[src/rtl/wsa_pkg.sv]
// wsa_pkg: shared types and codes for the windowed sample average block.
// Used by every module under rtl/; depends on nothing.
package wsa_pkg;

  // operation codes
  localparam logic OP_PUSH  = 1'b0;
  localparam logic OP_QUERY = 1'b1;

  // averaging kinds (kind 3 behaves as plain)
  localparam logic [1:0] KIND_PLAIN  = 2'd0;
  localparam logic [1:0] KIND_OFFSET = 2'd1;
  localparam logic [1:0] KIND_DEV    = 2'd2;
  localparam logic [1:0] KIND_SPARE  = 2'd3;

  // register indexes
  localparam logic REG_REFERENCE = 1'b0;
  localparam logic REG_FILL      = 1'b1;

  localparam logic signed [15:0] LEVEL_ONE = 16'sd4096;  // 1.0 in Q3.12

  // classified request held in the queue
  typedef struct packed {
    logic               op;
    logic signed [15:0] sample;
    logic signed [11:0] start_index;
    logic [10:0]        window_length;
    logic [1:0]         average_kind;
    logic               win_err;
  } cmd_t;

  // configuration seen by the execution side
  typedef struct packed {
    logic signed [15:0] reference_level;
    logic signed [15:0] fill_value;
    logic               refill;
  } cfg_t;

endpackage

[src/rtl/wsa_queue.sv]
// wsa_queue: two-entry request queue between front and execution side.
// Depends on wsa_pkg.
module wsa_queue (
  input  logic          clk,
  input  logic          rst_n,
  input  logic          push,
  input  wsa_pkg::cmd_t push_data,
  output logic          full,
  input  logic          pop,
  output logic          valid,
  output wsa_pkg::cmd_t pop_data
);

  wsa_pkg::cmd_t entry_r [2];
  logic       wr_ptr_r, wr_ptr_nxt;
  logic       rd_ptr_r, rd_ptr_nxt;
  logic [1:0] cnt_r, cnt_nxt;

  assign full     = (cnt_r == 2'd2);
  assign valid    = (cnt_r != 2'd0);
  assign pop_data = entry_r[rd_ptr_r];

  // pointer and count update
  always_comb begin
    wr_ptr_nxt = push ? ~wr_ptr_r : wr_ptr_r;
    rd_ptr_nxt = pop  ? ~rd_ptr_r : rd_ptr_r;
    cnt_nxt    = cnt_r + {1'b0, push} - {1'b0, pop};
  end

  always_ff @(posedge clk) begin
    if (!rst_n) begin
      wr_ptr_r <= 1'b0;
      rd_ptr_r <= 1'b0;
      cnt_r    <= 2'd0;
    end else begin
      wr_ptr_r <= wr_ptr_nxt;
      rd_ptr_r <= rd_ptr_nxt;
      cnt_r    <= cnt_nxt;
    end
  end

  // payload storage
  always_ff @(posedge clk) begin
    if (push) begin
      entry_r[wr_ptr_r] <= push_data;
    end
  end

endmodule

[config.mk]
export PLATFORM = sky130hd
export DESIGN_NAME = wsa_queue
export DESIGN_NICKNAME = d
export VERILOG_FILES = /design/src/rtl/wsa_pkg.sv /design/src/rtl/wsa_queue.sv
export SDC_FILE = /design/constraint.sdc
export NUM_CORES = 1
export LEC_CHECK = 0
export BUFFER_PORTS_ARGS = -buffer_cell sky130_fd_sc_hd__buf_2
export CAP_MARGIN = 40
export CORE_MARGIN = 3
export CORE_UTILIZATION = 56
export CTS_CLUSTER_DIAMETER = 120
export DETAILED_ROUTE_END_ITERATION = 8
export HOLD_SLACK_MARGIN = 0.05
export PLACE_DENSITY = 0.84
export SLEW_MARGIN = 20
export SYNTH_ARGS = -nofsm -noshare
export SYNTH_HDL_FRONTEND = slang
export SYNTH_SLANG_ARGS = --single-unit
export TNS_END_PERCENT = 30
[constraint.sdc]
create_clock -name clk -period 5.61 [get_ports clk]
set_input_delay 0.8415 -clock clk [delete_from_list [all_inputs] [get_ports clk]]
set_output_delay 0.8415 -clock clk [all_outputs]
set_load 0.02 [all_outputs]
After elaboration in Yosys (flattened, before gate mapping)
Memory sizes are Yosys's and may differ from the RTL's. A register that Yosys moved wholly into a read port is not among the register bits.
Cells that the tools add are included.
- register bits: 4
- word-level logic and storage cells: 14
- input port bits: 47
- output and inout port bits: 45
- memory bits (writable): 86
- memories: 1
- memory list (memory ; words ; width ; rd ports ; clocked after memory_dff ; wr ports ; line ; RTL):
    entry_r ; 2 ; 43 ; 1 ; 1 ; 1 ; wsa_queue.sv:14 ; wsa_pkg::cmd_t entry_r [2];
- reductions and logical operators: 1
- mux-type cells: 4
- $add $sub $neg: 2
- bitwise operators: 2
- equal/unequal tests: 1
- operators with widths (cell ; number):
    1-bit two-way mux ; 4
    2-bit by 1-bit adder with 2-bit output ; 1
    2-bit equality test (second input constant) ; 1
    1-bit inverter ; 2
    2-bit nonzero test ; 1
    2-bit by 1-bit subtractor with 2-bit output ; 1

Logic depth before layout (Yosys ltp)
- depth in word-level cells: 3
- gate-level depth with buffers: 6
- mapped depth without buffers: 6

Worst setup path after synthesis
No wires, ideal clock.
- path type: input to register
- start: in push
- end: mem entry_r[0][0] in the netlist's numbering (enable)
- setup time: 0.450 ns
- path slack: 2.370 ns
- buffers on the path: 0
- arrival: 2.790 ns
- stages on the path: 1
- data required time: 5.160 ns
- cell sequence: nor2b_1
- cells in the longest elaborated chain, start to end: 2
- RTL lines (element ; line ; RTL):
    from (decl) ; wsa_queue.sv:6 ; input logic push,
    1-bit two-way mux ; wsa_queue.sv:44 ; if (push) begin
    1-bit two-way mux (implied by the code) ; wsa_queue.sv:45 ; entry_r[wr_ptr_r] <= push_data;
    to (decl) ; wsa_queue.sv:14 ;
Every way passes these cells.

==> metrics.yaml <==
run_status:
  status: "completed"
clock_network:
  clock_insertion_delay_worst_skew_ps: 340
  root_buffer: "clkbuf_8"
  cts_buffers: 9
  clock-sinks: 91
  cts_tree: "done"
  htree_levels: 3
  post_cts_hold_buffer_count: 0
  cts-resized-gates: 0
  clk_transition_reported_paths_ps: 80
  cts.repair_timing.setup_buffer_count: 0
  clock_tree.buffer_depth: 2
floorplanning:
  ioPinCount: 92
  initial_utilization_pct: 58.7
  floorplan.die.height_um: 85.5
  floorplan.rows: 28
  design.die.area_sq_um: 7300
  placeableCoreArea_sq_um: 6030
  die-width_um: 85.5
timing:
  number_of_slew_limit_violations_in_the_final_report: 0
  max-slew-margin-rel_pct: 58.4
  min_period_over_period_pct: 50.3
  timing_worst_slew_pin_value_ps: 625
  timing.final.crit_period_ps: 2820
  final.setup_skew_ps: 6.56
  timing.hold.ws_ps: 606
  fin_setup_tns_ps: 0
  setup_viol: 0
  grt_setup_unrepaired: "false"
  timing.final.hold_violations: 0
  timing.fmax_mhz: 355
finish:
  insertedDiodeCount: 0
  drive_gt1_share_pct: 59.6
  layout.nets: 304
  fin_util_pct: 70.1
  syn_to_final_growth_pct: 19.4
  finalInstanceArea_sq_um: 4220
  fillers: 400
power_and_ir_drop:
  power.share.switching_pct: 22.7
  vdd_drop_max_mv: 0.215
  internal_power_mw: 1.08
  power_leakage_nw: 1.71
  seq_power_share_pct: 57.1
  power.combinational.fraction_pct: 15.1
  p_switching_uw: 318
  power_per_cell_area_nw_per_um2: 332
  power_frac_clock_pct: 27.9
synth:
  synth-seq-area-share_pct: 75.9
  yosysWarningCount: 0
  synth.cell_area_sq_um: 3540
  synthCells: 155
  synth_largest_type_area_fraction_pct: 73.0
  synth_compound_gate_area_share_pct: 0.212
  synth.area.mux_share_pct: 17.9
  post_synth_fa_ha_maj_area_fraction_pct: 0.708
  synth_fp_nets: 204
  ys_top_cells_by_area: "edfxtp_1 73%, mux2_4 17%, dfxtp_1 2.8%, buf_12 2.3%, mux2_2 0.96%"
  synth_top_family_by_area: "multiplexers"
  synth_cell_types: 14
  syn-mean-instance-area_sq_um: 22.8
  synthSimpleGateAreaFrac_pct: 1.59
  synth_xor_area_share_pct: 0.885
  yosys_register_bits: 91
  yosys.area.top_type: "edfxtp_1"
critical_path:
  worstReg2RegStart: "wr_ptr_r"
  kind_of_start_point_of_the_critical_path: "flip-flop"
  reg2reg_setup_slack_ps: 4120
  cp-end-kind: "output pin"
  regToRegEndpoint: "entry_r[0][26]"
  worstPathMaxFanout: 34
  path_class: "reg2out"
  crit_arrival_ps: 1980
  worst-r2r-cell-count: 2
  worstPathRequired_ps: 4770
worst_hold_path:
  hp-start: "rd_ptr_r"
  hold_path_stages: 2
  whs_endpoint: "rd_ptr_r"
  hp-class: "reg2reg"
drt:
  avg_wl_per_cell_um: 16.1
  first_iter_violations: 96
  vias_per_cell: 5.06
  dr_wl_met3_um: 422
  drc: 0
  postRouteWirelength_um: 5400
  wirelength_met1_um: 2140
  drtAntennaViolNets: 0
  drt_pass_1_iters: 4
  met2WireLength_um: 2750
  detailroute.via_count: 1696
  top_layer_in_use: "met4"
global_route:
  grt_max_degree: 35
  first_global_vias: 1856
  antenna_found_initial: 0
  global_route_wire_length_before_repair_um: 8650
  grt_usage_pct: 15.8
  global_route.overflow_total: 0
placement:
  io_buffer_count: 91
  post_detailed_placement_cell_area_sq_um: 4040
  detailed_place_hpwl_um: 3650
  gpl.final_weighted_congestion: 0.658
flow_run:
  maxCapViolCount: 0
-- worst max-delay path, cell delays in order, from the launching register on --
cell and delay [ps]:
dfxtp_2 520, buf_4 580, mux2_4 360, buf_2 160
-- how the worst max path moves through the flow --
stage / from / endpoint / slack, ps / cells past startpoint
after floorplan: push / entry_r[0][0] / 2370 / 1
after CTS: flip-flop / pop_data[39] / 2770 / 3
after global routing: flip-flop / pop_data[11] / 2700 / 3
final: flip-flop / pop_data[39] / 2790 / 3
after global placement: flip-flop / pop_data[19] / 3150 / 3
after detailed placement: flip-flop / pop_data[39] / 3140 / 3
-- synth_stat cells --
cell,number
o21a_1,1
buf_6,1
mux2_2,3
mux2_4,40
xor2_1,1
edfxtp_1,86
and2_1,4
ha_1,2
xnor3_1,1
nor2b_1,4
inv_1,2
buf_12,4
or2_2,1
dfxtp_1,5
-- final cells by class --
cell class / instances / area (sq um) / share of cell area, %
clock inverter: 2 / 10.0 / 0.237
multi-input combinational: 57 / 763 / 18.1
clock buffer: 14 / 173 / 4.09
sequential: 91 / 2680 / 63.6
tap: 75 / 93.8 / 2.22
timing repair buffer: 94 / 490 / 11.6
inverter: 2 / 7.51 / 0.178
-- sequential cells by signal, indices dropped and copies added (netlist names), named ones only --
register  count
entry_r      86
cnt_r         2
wr_ptr_r      1
rd_ptr_r      1
-- metal layers --
metal	GRT usage, %	up-vias
met5	0	-
met4	6.04	0
met3	5.05	9
met2	26.8	66
met1	18.9	823
li1	-	798
-- kinds of logic after synthesis --
kind of cell             after synthesis
flip-flops                            91
multiplexers                          43
AND/OR/NAND/NOR                        9
buffers and inverters                  7
XOR/XNOR                               2
adder cells (fa/ha/maj)                2
AO/OA/AOI/OAI                          1
-- cells in the final DEF (no fill, tap or decap) --
master	Yosys	routed
buf_12	4	1
mux2_2	3	3
dfxtp_1	5	4
buf_4	0	2
clkbuf_1	0	2
xor2_1	1	1
clkbuf_8	0	12
dfxtp_2	0	1
buf_2	0	91
mux2_4	40	40
o21a_1	1	1
edfxtp_1	86	86
nor2b_4	0	1
nor2b_1	4	3
ha_1	2	2
xnor3_1	1	1
clkinv_2	0	2
and2_2	0	1
and2_1	4	3
or2_2	1	1
inv_1	2	2
-- power groups by stage --
stage	logic [mW]	registers (mW)	clock network (mW)
final	0.211	0.799	0.390
after global routing	0.225	0.803	0.434
after CTS	0.215	0.799	0.404
after detailed placement	0.214	0.814	0
after global placement	0.209	0.812	0
after floorplan	0.160	0.809	0
-- through the flow --
stage	power (mW)	cells	setup WS, ps
finish	1.40	335	2790
CTS	1.42	335	2770
global placement	1.02	318	3150
floorplan	0.969	155	2370
global route	1.46	335	2700
detailed placement	1.03	319	3140
(Power assumes the default switching activity.)
